$ cat config.mk
export PLATFORM = sky130hd
export DESIGN_NAME = credit_weighted_list_arbiter
export DESIGN_NICKNAME = d
export VERILOG_FILES = /design/src/hw/rtl/cwla_pkg.sv /design/src/hw/rtl/cwla_ram.sv /design/src/hw/rtl/cwla_alu.sv /design/src/hw/rtl/credit_weighted_list_arbiter.sv
export SDC_FILE = /design/constraint.sdc
export NUM_CORES = 2
export LEC_CHECK = 0
export BUFFER_PORTS_ARGS = -buffer_cell sky130_fd_sc_hd__buf_2
export CORE_MARGIN = 4
export CORE_UTILIZATION = 43
export CTS_CLUSTER_DIAMETER = 200
export DETAILED_ROUTE_END_ITERATION = 8
export GPL_TIMING_DRIVEN = 0
export REMOVE_ABC_BUFFERS = 1
export SKIP_CTS_REPAIR_TIMING = 1
export SLEW_MARGIN = 20
export SYNTH_ARGS = -nofsm -noshare
export SYNTH_HDL_FRONTEND = slang
export SYNTH_SLANG_ARGS = --single-unit
$ cat constraint.sdc
create_clock -name clk -period 15.6 [get_ports clk]
set_input_delay 0.78 -clock clk [delete_from_list [all_inputs] [get_ports clk]]
set_output_delay 0.78 -clock clk [all_outputs]
set_load 0.05 [all_outputs]
$ cat src/hw/rtl/cwla_pkg.sv
// Shared constants, types and helper functions of the credit-weighted list arbiter.
package cwla_pkg;

  localparam int MAX_QUEUES  = 8;
  localparam int MAX_LAYERS  = 16;
  localparam int BUDGET_BITS = 16;

  localparam int ENTRIES = MAX_LAYERS * MAX_QUEUES;
  localparam int ADDR_W  = (ENTRIES > 1) ? $clog2(ENTRIES) : 1;
  localparam int QIDX_W  = (MAX_QUEUES > 1) ? $clog2(MAX_QUEUES) : 1;
  localparam int SLOT_W  = (MAX_LAYERS > 1) ? $clog2(MAX_LAYERS) : 1;
  localparam int QCNT_W  = $clog2(MAX_QUEUES + 1);
  localparam int SUM_W   = ((BUDGET_BITS > 10) ? BUDGET_BITS : 10) + 1;

  localparam int CMD_W   = 2;
  localparam int LSLOT_W = 4;
  localparam int MASK_W  = 8;
  localparam int RR_W    = 3;
  localparam int QI_W    = 3;
  localparam int COST_W  = 16;
  localparam int BOOST_W = 8;
  localparam int QC_W    = 4;
  localparam int OUT_W   = 16;
  localparam int CFGD_W  = 8;
  localparam int RAM_W   = BUDGET_BITS + COST_W;

  localparam logic [0:0] REG_BOOST  = 1'b0;
  localparam logic [0:0] REG_QCOUNT = 1'b1;

  typedef logic signed [BUDGET_BITS-1:0] budget_t;
  typedef logic signed [SUM_W-1:0]       wide_t;

  localparam budget_t BUDGET_MAX = {1'b0, {(BUDGET_BITS-1){1'b1}}};
  localparam budget_t BUDGET_MIN = {1'b1, {(BUDGET_BITS-1){1'b0}}};

  typedef enum logic [CMD_W-1:0] {
    CMD_SELECT = 2'd0,
    CMD_RECORD = 2'd1,
    CMD_CLEAR  = 2'd2
  } cmd_t;

  typedef enum logic {
    ALU_ADD,
    ALU_CMP
  } alu_op_t;

  typedef struct packed {
    budget_t sum;
    logic    gt;
    logic    eq;
  } alu_res_t;

  typedef enum logic [3:0] {
    ST_IDLE,
    ST_RR_WALK,
    ST_RD,
    ST_RD_WAIT,
    ST_SCAN,
    ST_SEL_FIN,
    ST_REC_RD,
    ST_REC_BOOST,
    ST_REC_DEC,
    ST_CLEAR,
    ST_DONE
  } state_t;

  function automatic budget_t sat_budget(wide_t v);
    budget_t r;
    if (v > wide_t'(BUDGET_MAX)) r = BUDGET_MAX;
    else if (v < wide_t'(BUDGET_MIN)) r = BUDGET_MIN;
    else r = budget_t'(v);
    return r;
  endfunction

  function automatic logic [OUT_W-1:0] budget_out16(budget_t b);
    logic signed [31:0] w;
    w = 32'(b);
    return w[OUT_W-1:0];
  endfunction

  function automatic logic [SLOT_W-1:0] slot_of(logic [LSLOT_W-1:0] v);
    logic [SLOT_W-1:0] r;
    r = '0;
    for (int i = 0; i < (1 << LSLOT_W); i++) begin
      if (v == LSLOT_W'(i)) r = SLOT_W'(i % MAX_LAYERS);
    end
    return r;
  endfunction

  // v mod n for a small v, by repeated subtraction
  function automatic logic [QIDX_W-1:0] mod_small(logic [RR_W-1:0] v, logic [QCNT_W-1:0] n);
    logic [7:0] r;
    r = 8'(v);
    for (int i = 0; i < (1 << RR_W) - 1; i++) begin
      if (r >= 8'(n)) r = r - 8'(n);
    end
    return QIDX_W'(r);
  endfunction

  function automatic logic [QCNT_W-1:0] active_n(logic [QC_W-1:0] qc);
    logic [QCNT_W-1:0] n;
    if (qc == '0) n = QCNT_W'(1);
    else if (32'(qc) > MAX_QUEUES) n = QCNT_W'(MAX_QUEUES);
    else n = QCNT_W'(qc);
    return n;
  endfunction

  function automatic logic mask_bit(logic [MASK_W-1:0] m, int unsigned k);
    return (k < MASK_W) && m[k[2:0]];
  endfunction

  function automatic logic [ADDR_W-1:0] entry_addr(logic [SLOT_W-1:0] s,
                                                   logic [QIDX_W-1:0] q);
    return ADDR_W'(32'(s) * MAX_QUEUES + 32'(q));
  endfunction

endpackage

$ cat src/hw/rtl/cwla_ram.sv
// Generic single-write, single-read RAM with registered read data.
module cwla_ram #(
  parameter int WIDTH = 8,
  parameter int DEPTH = 16
) (
  input  logic                     clk,
  input  logic                     we,
  input  logic [$clog2(DEPTH)-1:0] waddr,
  input  logic [WIDTH-1:0]         wdata,
  input  logic                     re,
  input  logic [$clog2(DEPTH)-1:0] raddr,
  output logic [WIDTH-1:0]         rdata
);

  logic [WIDTH-1:0] mem [DEPTH];

  always_ff @(posedge clk) begin
    if (we) mem[waddr] <= wdata;
    if (re) rdata <= mem[raddr];
  end

endmodule

$ cat src/hw/rtl/cwla_alu.sv
// Shared adder of the arbiter: saturating budget add and signed budget compare.
module cwla_alu import cwla_pkg::*; (
  input  alu_op_t  op,
  input  wide_t    a,
  input  wide_t    b,
  output alu_res_t res
);

  wide_t bx;
  wide_t s;

  // compare runs as a - b through the same adder
  assign bx = (op == ALU_CMP) ? ~b : b;
  assign s  = a + bx + wide_t'(op == ALU_CMP);

  always_comb begin
    res.sum = sat_budget(s);
    res.gt  = !s[SUM_W-1] && (s != '0);
    res.eq  = (s == '0);
  end

endmodule

$ cat src/hw/rtl/credit_weighted_list_arbiter.sv
// Top level of the credit-weighted list arbiter: sequencer, state memory and result register.
//
// One transaction at a time: in_ready is high only while the sequencer is idle, and a finished
// result waits in the output register while the next transaction is taken. Budgets and last
// costs live in one memory with a single read port and registered read data; every stored
// value passes through that port and one shared adder, one entry per cycle. Credit-mode select
// reads all MAX_QUEUES budgets of the slot in ST_SCAN, then prefers rr_index on a tie in ST_SEL_FIN
// before ST_DONE. Round-robin select walks 1 to queue_count queues, then reads the granted budget
// in ST_RD and ST_RD_WAIT; record steps through read, boost add, decrement and write-back; clear
// passes through ST_CLEAR and unknown commands go to ST_DONE. Per-entry valid bits stand for the
// zero reset value, so no clearing pass runs after reset and a clear drops the slot's valid bits.
module credit_weighted_list_arbiter import cwla_pkg::*; (
  input  logic                     clk,
  input  logic                     rst_n,
  input  logic                     in_valid,
  output logic                     in_ready,
  input  logic [CMD_W-1:0]         in_cmd,
  input  logic [LSLOT_W-1:0]       in_layer_slot,
  input  logic [MASK_W-1:0]        in_nonempty_mask,
  input  logic [RR_W-1:0]          in_rr_index,
  input  logic [QI_W-1:0]          in_queue_index,
  input  logic [COST_W-1:0]        in_cost_value,
  output logic                     out_valid,
  input  logic                     out_ready,
  output logic [QI_W-1:0]          out_granted_queue,
  output logic                     out_any_nonempty,
  output logic signed [OUT_W-1:0]  out_budget_now,
  input  logic                     cfg_we,
  input  logic [0:0]               cfg_index,
  input  logic [CFGD_W-1:0]        cfg_wdata
);

  state_t state_r, state_nxt;

  logic [BOOST_W-1:0] boost_r;
  logic [QC_W-1:0]    qcount_r;

  logic [SLOT_W-1:0]  slot_r;
  logic [MASK_W-1:0]  mask_r;
  logic [RR_W-1:0]    rr_r;
  logic [QI_W-1:0]    qi_r;
  logic [COST_W-1:0]  cost_r;

  logic [QIDX_W-1:0]  q_r;
  logic [QCNT_W-1:0]  off_r;
  logic [QCNT_W-1:0]  k_r;
  logic               pv_r;
  logic [QIDX_W-1:0]  ck_r;
  budget_t            best_r;
  logic [QIDX_W-1:0]  bestk_r;
  logic               found_r;
  budget_t            rrb_r;
  budget_t            bud_r;

  logic [QI_W-1:0]    res_grant_r;
  logic               res_any_r;
  logic [OUT_W-1:0]   res_bud_r;

  logic               out_valid_r;
  logic [QI_W-1:0]    out_grant_r;
  logic               out_any_r;
  logic [OUT_W-1:0]   out_bud_r;

  logic [ENTRIES-1:0] valid_r;
  logic               rd_vld_r;

  logic               ram_we, ram_re;
  logic [ADDR_W-1:0]  ram_waddr, ram_raddr;
  logic [RAM_W-1:0]   ram_wdata, ram_rdata;

  alu_op_t            alu_op;
  wide_t              alu_a, alu_b;
  alu_res_t           alu_res;

  logic [QCNT_W-1:0]  n_act;
  logic               walk_hit, walk_last;
  logic               scan_issue, scan_cand, scan_last;
  logic               grant_store, rr_ok, out_free;
  budget_t            rd_budget;
  logic [COST_W-1:0]  rd_cost;

  cwla_ram #(
    .WIDTH (RAM_W),
    .DEPTH (ENTRIES)
  ) u_ram (
    .clk   (clk),
    .we    (ram_we),
    .waddr (ram_waddr),
    .wdata (ram_wdata),
    .re    (ram_re),
    .raddr (ram_raddr),
    .rdata (ram_rdata)
  );

  cwla_alu u_alu (
    .op  (alu_op),
    .a   (alu_a),
    .b   (alu_b),
    .res (alu_res)
  );

  // an entry never written since reset or clear reads as zero
  assign rd_budget = rd_vld_r ? budget_t'(ram_rdata[RAM_W-1 -: BUDGET_BITS]) : '0;
  assign rd_cost   = rd_vld_r ? ram_rdata[COST_W-1:0] : '0;

  assign n_act       = active_n(qcount_r);
  assign walk_hit    = mask_bit(mask_r, 32'(q_r));
  assign walk_last   = (off_r + QCNT_W'(1)) == n_act;
  assign scan_issue  = 32'(k_r) < MAX_QUEUES;
  assign scan_cand   = pv_r && mask_bit(mask_r, 32'(ck_r)) && (32'(ck_r) < 32'(n_act));
  assign scan_last   = pv_r && (32'(ck_r) == MAX_QUEUES - 1);
  assign grant_store = 32'(res_grant_r) < MAX_QUEUES;
  assign rr_ok       = (32'(rr_r) < 32'(n_act)) && mask_bit(mask_r, 32'(rr_r));
  assign out_free    = !out_valid_r || out_ready;

  // next state
  always_comb begin
    state_nxt = state_r;
    unique case (state_r)
      ST_IDLE: begin
        if (in_valid) begin
          unique case (in_cmd)
            CMD_SELECT: state_nxt = (boost_r == '0) ? ST_RR_WALK : ST_SCAN;
            CMD_RECORD: state_nxt = (32'(in_queue_index) < MAX_QUEUES) ? ST_REC_RD : ST_DONE;
            CMD_CLEAR:  state_nxt = ST_CLEAR;
            default:    state_nxt = ST_DONE;
          endcase
        end
      end
      ST_RR_WALK:   if (walk_hit || walk_last) state_nxt = ST_RD;
      ST_RD:        state_nxt = ST_RD_WAIT;
      ST_RD_WAIT:   state_nxt = ST_DONE;
      ST_SCAN:      if (scan_last) state_nxt = ST_SEL_FIN;
      ST_SEL_FIN:   state_nxt = ST_DONE;
      ST_REC_RD:    state_nxt = ST_REC_BOOST;
      ST_REC_BOOST: state_nxt = ST_REC_DEC;
      ST_REC_DEC:   state_nxt = ST_DONE;
      ST_CLEAR:     state_nxt = ST_DONE;
      ST_DONE:      if (out_free) state_nxt = ST_IDLE;
      default:      state_nxt = ST_IDLE;
    endcase
  end

  // memory port and shared adder control
  always_comb begin
    in_ready  = (state_r == ST_IDLE);
    ram_re    = 1'b0;
    ram_raddr = '0;
    ram_we    = 1'b0;
    ram_waddr = entry_addr(slot_r, QIDX_W'(qi_r));
    ram_wdata = {alu_res.sum, cost_r};
    alu_op    = ALU_CMP;
    alu_a     = '0;
    alu_b     = '0;
    unique case (state_r)
      ST_RD: begin
        ram_re    = grant_store;
        ram_raddr = entry_addr(slot_r, QIDX_W'(res_grant_r));
      end
      ST_SCAN: begin
        ram_re    = scan_issue;
        ram_raddr = entry_addr(slot_r, QIDX_W'(k_r));
        alu_a     = wide_t'(rd_budget);
        alu_b     = wide_t'(best_r);
      end
      ST_SEL_FIN: begin
        alu_a = wide_t'(rrb_r);
        alu_b = wide_t'(best_r);
      end
      ST_REC_RD: begin
        ram_re    = 1'b1;
        ram_raddr = entry_addr(slot_r, QIDX_W'(qi_r));
      end
      ST_REC_BOOST: begin
        alu_op = ALU_ADD;
        alu_a  = wide_t'(rd_budget);
        alu_b  = wide_t'(boost_r);
      end
      ST_REC_DEC: begin
        alu_op = ALU_ADD;
        alu_a  = wide_t'(bud_r);
        alu_b  = '1;
        ram_we = 1'b1;
      end
      default: ;
    endcase
  end

  // control registers
  always_ff @(posedge clk) begin
    if (!rst_n) begin
      state_r     <= ST_IDLE;
      boost_r     <= '0;
      qcount_r    <= QC_W'(1);
      out_valid_r <= 1'b0;
      pv_r        <= 1'b0;
      valid_r     <= '0;
    end else begin
      state_r <= state_nxt;
      pv_r    <= (state_r == ST_SCAN) && scan_issue;
      if (cfg_we) begin
        if (cfg_index == REG_BOOST) boost_r <= cfg_wdata[BOOST_W-1:0];
        else if (cfg_index == REG_QCOUNT) qcount_r <= cfg_wdata[QC_W-1:0];
      end
      if (state_r == ST_DONE && out_free) out_valid_r <= 1'b1;
      else if (out_ready) out_valid_r <= 1'b0;
      if (state_r == ST_CLEAR) begin
        for (int k = 0; k < MAX_QUEUES; k++) begin
          valid_r[entry_addr(slot_r, QIDX_W'(k))] <= 1'b0;
        end
      end
      if (ram_we) valid_r[ram_waddr] <= 1'b1;
    end
  end

  // datapath registers
  always_ff @(posedge clk) begin
    if (ram_re) rd_vld_r <= valid_r[ram_raddr];
    if (in_valid && in_ready) begin
      slot_r      <= slot_of(in_layer_slot);
      mask_r      <= in_nonempty_mask;
      rr_r        <= in_rr_index;
      qi_r        <= in_queue_index;
      cost_r      <= in_cost_value;
      q_r         <= mod_small(in_rr_index, n_act);
      off_r       <= '0;
      k_r         <= '0;
      found_r     <= 1'b0;
      best_r      <= '0;
      bestk_r     <= '0;
      rrb_r       <= '0;
      res_grant_r <= '0;
      res_any_r   <= 1'b0;
      res_bud_r   <= '0;
    end
    case (state_r)
      ST_RR_WALK: begin
        if (walk_hit) begin
          res_grant_r <= QI_W'(q_r);
          res_any_r   <= 1'b1;
        end else if (walk_last) begin
          res_grant_r <= rr_r;
        end else begin
          // advance modulo the active queue count
          q_r   <= ((QCNT_W'(q_r) + QCNT_W'(1)) == n_act) ? '0 : q_r + QIDX_W'(1);
          off_r <= off_r + QCNT_W'(1);
        end
      end
      ST_RD_WAIT: begin
        res_bud_r <= grant_store ? budget_out16(rd_budget) : '0;
      end
      ST_SCAN: begin
        if (scan_issue) k_r <= k_r + QCNT_W'(1);
        ck_r <= QIDX_W'(k_r);
        if (pv_r && 32'(ck_r) == 32'(rr_r)) rrb_r <= rd_budget;
        // strict greater keeps the lowest index on a tie
        if (scan_cand && (!found_r || alu_res.gt)) begin
          best_r  <= rd_budget;
          bestk_r <= ck_r;
          found_r <= 1'b1;
        end
      end
      ST_SEL_FIN: begin
        if (found_r) begin
          res_grant_r <= (rr_ok && alu_res.eq) ? rr_r : QI_W'(bestk_r);
          res_any_r   <= 1'b1;
          res_bud_r   <= budget_out16(best_r);
        end else begin
          res_grant_r <= rr_r;
          res_any_r   <= 1'b0;
          res_bud_r   <= budget_out16(rrb_r);
        end
      end
      ST_REC_BOOST: begin
        bud_r <= (rd_vld_r && cost_r < rd_cost) ? alu_res.sum : rd_budget;
      end
      ST_REC_DEC: begin
        res_bud_r <= budget_out16(alu_res.sum);
      end
      ST_DONE: begin
        if (out_free) begin
          out_grant_r <= res_grant_r;
          out_any_r   <= res_any_r;
          out_bud_r   <= res_bud_r;
        end
      end
      default: ;
    endcase
  end

  assign out_valid         = out_valid_r;
  assign out_granted_queue = out_grant_r;
  assign out_any_nonempty  = out_any_r;
  assign out_budget_now    = out_bud_r;

endmodule

; ---- Yosys cells after proc, flatten, opt, wreduce, memory -nomap -nowiden
; Memory sizes are Yosys's and may differ from the RTL's. A register that Yosys moved wholly into a read port is not among the register bits.
; Cells that the tools add are included.
[word_totals]
ff_bits = 287
ramBits = 4096
in_bits = 50
output_inout_bits = 22
word_cells = 309
memories = 1
[op_classes]
n_addsub = 23
n_lt_le_gt_ge = 36
n_eq_ne = 35
muxes = 118
bitwise_logic = 19
n_reduce_logical = 47
[memory_table]
columns = memory, words, word_bits, read_ports, rd_ports_with_merged_regs, write_ports, line_no
row1 = u_ram.mem, 128, 32, 1, 1, 1, cwla_ram.sv:15  ; logic [WIDTH-1:0] mem [DEPTH];
[op_table]
columns = cell, n
row1 = AND 128 bit, 8
row2 = NOT 128 bit, 7
row3 = two-way mux 128 bit, 3
row4 = two-way mux 16 bit, 13
row5 = NOT 121 -> 128 bit, 1
row6 = bitwise OR 128 bit, 1
row7 = one-hot mux 17 bit (3 select lines), 2
row8 = two-way mux 8 bit, 12
row9 = "< comparator 7 x 8 -> 1 bit, second input constant", 10
row10 = two-way mux 4 bit, 19
row11 = ">= comparator 7 x 1 -> 1 bit, second input constant", 9
row12 = two-way mux 3 bit, 19
row13 = demux 1 bit (select 7 bit), 8
row14 = >= comparator 8 x 4 -> 1 bit, 6
row15 = one-hot mux 16 bit (3 select lines), 1
row16 = "== test 4 bit, second input constant", 11
row17 = subtractor 8 x 4 -> 8 bit, 5
row18 = "== test 4 x 3 -> 1 bit, second input constant", 8
row19 = one-hot mux 4 bit (8 select lines), 1
row20 = "adder 7 x 3 -> 7 bit, second input constant", 4
row21 = two-way mux 1 bit, 27
row22 = adder 7 x 3 -> 7 bit, 3
row23 = logical AND 1 bit, 21
row24 = one-hot mux 7 bit (3 select lines), 1
row25 = other kinds (49), 78

; ---- Longest topological paths before layout
[logic_depth]
word_depth = 27
mapped_depth = 69
ltp_nobuf = 66

; ---- Cells and area by module
; A second synthesis with hierarchy kept.
[hier_totals]
cells_unflattened = 7847
hier_area_um2 = 173622.8
[by_module_without_submodules]
columns = mod, instances, cells_each, area_per_inst_um2
row1 = cwla_ram, 1, 5990, 156596.4
row2 = credit_weighted_list_arbiter, 1, 1676, 15688.8
row3 = cwla_alu, 1, 181, 1337.5

; ---- Worst setup path after synthesis
; Ideal clock, no wire load.
[synth_timing]
kind = reg2reg
start = reg qcount_r[3]
end = reg q_r[1]
setup_ns = 0.116
arrival_time_ns = 13.075
required_time_ns = 15.484
path_slack_ns = 2.409
path_stages_with_launch = 69
period_less_slack_ns = 13.191
cell_sequence = dfxtp_1 buf_6 nor2b_1 inv_1 ha_1 a21o_1 a21oi_1 nor2_1 mux2_2 ha_1 fa_1 nor2b_1 o21ai_0 and2_1 ha_1 and4bb_1 o21a_1 a211o_1 [... 33 more ...] nor2b_1 o21ai_0 nand2b_1 nor2b_1 o21a_1 o22a_1 ha_1 inv_1 fa_1 a21o_1 a21o_1 a21oi_1 nand2_1 a31oi_2 o31ai_2 a21oi_2 nand2_1 o211a_1
[synth_via]
elab_chain_cells = 27
[synth_lines]
columns = element, line_no
row1 = from (decl), credit_weighted_list_arbiter.sv:36  ; logic [QC_W-1:0] qcount_r;
row2 = from (signal assigned), credit_weighted_list_arbiter.sv:203  ; else if (cfg_index == REG_QCOUNT) qcount_r <= cfg_wdata[QC_W-1:0];
row3 = greater-than comparator 4 bit, cwla_pkg.sv:103  ; else if (32'(qc) > MAX_QUEUES) n = QCNT_W'(MAX_QUEUES);
row4 = two-way mux 4 bit, cwla_pkg.sv:103
row5 = two-way mux 4 bit *, cwla_pkg.sv:102  ; if (qc == '0) n = QCNT_W'(1);
row6 = subtractor 3 x 4 -> 5 bit / >= comparator 3 x 4 -> 1 bit (equally long branches), cwla_pkg.sv:95  ; if (r >= 8'(n)) r = r - 8'(n);
row7 = two-way mux 8 bit, cwla_pkg.sv:95
row8 = two-way mux 8 bit, credit_weighted_list_arbiter.sv:219  ; if (in_valid && in_ready) begin
row9 = subtractor 8 x 4 -> 8 bit / >= comparator 8 x 4 -> 1 bit (equally long branches), cwla_pkg.sv:95
row10 = two-way mux 8 bit, cwla_pkg.sv:95
row11 = [... 11 more ...], --
row12 = two-way mux 8 bit, cwla_pkg.sv:95
row13 = two-way mux 8 bit, credit_weighted_list_arbiter.sv:219
row14 = >= comparator 8 x 4 -> 1 bit / subtractor 3 bit (equally long branches), cwla_pkg.sv:95
row15 = two-way mux 3 bit, cwla_pkg.sv:95
row16 = two-way mux 3 bit, credit_weighted_list_arbiter.sv:219
row17 = two-way mux 3 bit, credit_weighted_list_arbiter.sv:241  ; end else if (walk_last) begin
row18 = two-way mux 3 bit, credit_weighted_list_arbiter.sv:238  ; if (walk_hit) begin
row19 = two-way mux 3 bit *, credit_weighted_list_arbiter.sv:236  ; case (state_r)
row20 = to (signal assigned), credit_weighted_list_arbiter.sv:225  ; q_r <= mod_small(in_rr_index, n_act);
row21 = to (signal assigned), credit_weighted_list_arbiter.sv:245  ; q_r <= ((QCNT_W'(q_r) + QCNT_W'(1)) == n_act) ? '0 : q_r + QIDX_W'(1);
row22 = to (decl), credit_weighted_list_arbiter.sv:44  ; logic [QIDX_W-1:0] q_r;
; Every way passes the cells marked *; elsewhere a longest branch is shown, timed or not. The select of a mux whose other input is x is not followed.
; A chain may end at the register's enable or synchronous reset.

; ---- Final worst setup path
; Ends and elaborated chain as after synthesis.

==> impl_metrics.json <==
{
  "status": "complete, no violations",
  "yosys_warnings": 0,
  "fillers": 34300,
  "htree_num_levels": 5,
  "numCtsBuffers": 443,
  "worstHoldPathType": "in -> reg",
  "root_buffer": "clkbuf_16",
  "synth-edff-count": 4218,
  "yosysSeqAreaShare_pct": 72.8,
  "num_vias": 118000,
  "ys.flop_type": "edfxtp_1",
  "finalPower_mw": 45.3,
  "clock_path_buffers": 4,
  "syn_inst": 14200,
  "routed_via_density": 5.85,
  "clkSinkCount": 4415,
  "wl_mm": 523,
  "gp_congestion": 0.820,
  "relSlewSlack_pct": 12.4,
  "r2r_slack_ns": 1.37,
  "hold_depth": 3,
  "grt_pass1_wl_mm": 759,
  "crit_path_frequent_cell": "ha_1",
  "drc": 0,
  "mostFrequentLayoutCells": "nand2_1, edfxtp_1, nand3_1",
  "endpoint_kind": "flop",
  "ys_async_sr_fraction_pct": 0,
  "die_width_um": 654,
  "worst_slew_pin_slew_ns": 1.31,
  "reg2regPathDepth": 61,
  "reg2reg_from": "qcount_r[3]$_SDFFE_PN0P_",
  "start_util_pct": 43.3,
  "syn_area_per_cell_um2": 12.7,
  "hold_viol_final": 0,
  "drive_gt1_share_pct": 10.5,
  "cap_viol_max_count": 0,
  "final_nets": 14400,
  "grt_max_degree": 113,
  "grt_overflow": 0,
  "clock_skew_ns": 0.149,
  "rsz0062_at_grt": "false",
  "coreArea_um2": 414000,
  "cp_data_required_time_ns": 16.51,
  "max_freq_mhz": 70.3,
  "critPathArrivalTime_ns": 15.14,
  "ant_nets": 0,
  "setup_tns_ns": 0,
  "yosysUniqueCellTypes": 95,
  "fin_cells": 20100,
  "path_class": "reg -> reg",
  "min_period_ns": 14.23,
  "clk_pin_slew_worst_paths_ns": 0.06,
  "powerDensity_nw_per_um2": 215,
  "clk_latency_ns": 1.08,
  "wire_per_inst_um": 26.0,
  "antenna_found_initial": 15,
  "synth-seq-cells": 4415,
  "num_rows": 236,
  "grt_pass1_vias": 110000,
  "gr-usage-all-layers_pct": 23.8,
  "fin_crit_sh_pct": 91.2,
  "dr.pass1.iters": 6,
  "hold_start": "cfg_index",
  "finalMaxSlewViolations": 0,
  "setup_viol": 0,
  "crit_slowest_cell": "dfxtp_2",
  "r2r-end": "q_r[1]$_DFF_P_",
  "drt_iter0_drc": 13400,
  "hold_path_end": "qcount_r[0]$_SDFFE_PN1P_",
  "final_common_cell": "nand2_1",
  "portBuffers": 71,
  "io-pin-count": 72,
  "dp_hpwl_mm": 326,
  "crit_fanout": 14,
  "power_leakage_nw": 70.6,
  "dp_cells": 19200,
  "syn2layout_area_growth_pct": 17.4,
  "die_y_um": 654,
  "cts_tree": "built",
  "final_core_util_pct": 50.8,
  "max-vdd-ir-drop_mv": 0.650,
  "cp-start-kind": "flop",
  "fp.dieArea_um2": 428000,
  "synth_area_um2": 179000,
  "max_stage_delay_ns": 0.56
}
synthesized netlist by cell type (19+ instances only):
master	instances	area, um^2
a211oi_1	68	510
a21o_1	21	158
a21oi_1	306	1530
a311oi_1	927	8120
a31oi_1	140	876
and2_1	19	119
and3_1	534	3340
buf_1	63	236
clkbuf_1	952	3570
dfxtp_1	197	3940
edfxtp_1	4218	127000
ha_1	65	813
inv_1	51	191
mux2i_1	59	591
nand2_1	4481	16800
nand2b_1	23	144
nand3_1	1155	5780
nor2_1	188	706
nor2b_1	153	957
nor3_1	96	480
o21ai_0	68	340
o311ai_0	68	596
o31ai_1	37	278
xnor2_1	20	175
worst max path at each step:
stage / from / end / depth (start not counted)
2_1_floorplan: state_r[1]$_SDFFE_PN0P_ / rd_vld_r$_DFFE_PP_ / 10
3_3_place_gp: state_r[1]$_SDFFE_PN0P_ / u_ram.rdata[8]$_DFFE_PP_ / 10
3_5_place_dp: qcount_r[3]$_SDFFE_PN0P_ / q_r[2]$_DFF_P_ / 62
4_1_cts: qcount_r[3]$_SDFFE_PN0P_ / q_r[1]$_DFF_P_ / 62
5_1_grt: qcount_r[2]$_SDFFE_PN0P_ / q_r[0]$_DFF_P_ / 64
6_report: qcount_r[3]$_SDFFE_PN0P_ / q_r[1]$_DFF_P_ / 61
through the flow:
stage          area, um^2  hold WS [ns]  setup slack, ns
2_1_floorplan      175000         0.400           -20.20
6_report           211000        0.0488             1.37
4_1_cts            210000        -0.212           -0.362
3_3_place_gp       183000         0.403           -52.07
3_5_place_dp       196000         0.405           -0.271
5_1_grt            211000        0.0244           0.0466
routing by layer:
metal / GRT usage, % / routed length (um)
met5: 0 / 47
met4: 9.16 / 22400
met3: 4.06 / 43600
met2: 37.8 / 245000
met1: 32.7 / 213000
registers in the layout (all words and copies together) (netlist names), 8 cells and up:
name	count
best_r	16
boost_r	8
bud_r	16
cost_r	16
mask_r	8
out_budget_now	16
res_bud_r	16
rrb_r	16
u_ram.mem	4096
u_ram.rdata	32
valid_r	128
report_power, final:
group	internal (mW)	total [mW]	switching [mW]
clock network	5.77	10.3	4.57
logic	4.21	16.2	12.0
registers	18.5	18.8	0.259
area by class of cell:
class | instances | area [um^2] | share of cell area [%]
clock buffer | 595 | 11900 | 5.64
timing repair buffer | 671 | 12600 | 5.98
inverter | 55 | 218 | 0.103
antenna | 12 | 30.0 | 0.0143
multi-input combinational | 8674 | 46300 | 22.0
clock inverter | 233 | 2180 | 1.03
sequential | 4415 | 131000 | 62.0
tap | 5474 | 6850 | 3.25
critical path, delay by kind of cell (launching register included):
kind / cells / cell delay, ns
AO/OA/AOI/OAI: 21 / 4.17
adder cells (fa/ha/maj): 12 / 3.99
buffers and inverters: 3 / 0.52
flip-flops: 1 / 0.56
multiplexers: 3 / 1.06
AND/OR/NAND/NOR: 22 / 3.76
cell families (layout without fill, tap and decap cells):
logic type	count (synthesis)	after routing	synth area share (%)
flip-flops	4415	4415	72.8
XOR/XNOR	37	37	0.185
AO/OA/AOI/OAI	1765	1765	7.56
other	0	12	0
buffers and inverters	1081	1554	2.29
AND/OR/NAND/NOR	6712	6712	16.1
adder cells (fa/ha/maj)	87	87	0.621
multiplexers	73	73	0.455
No activity file was read; power rests on OpenSTA's default activity.
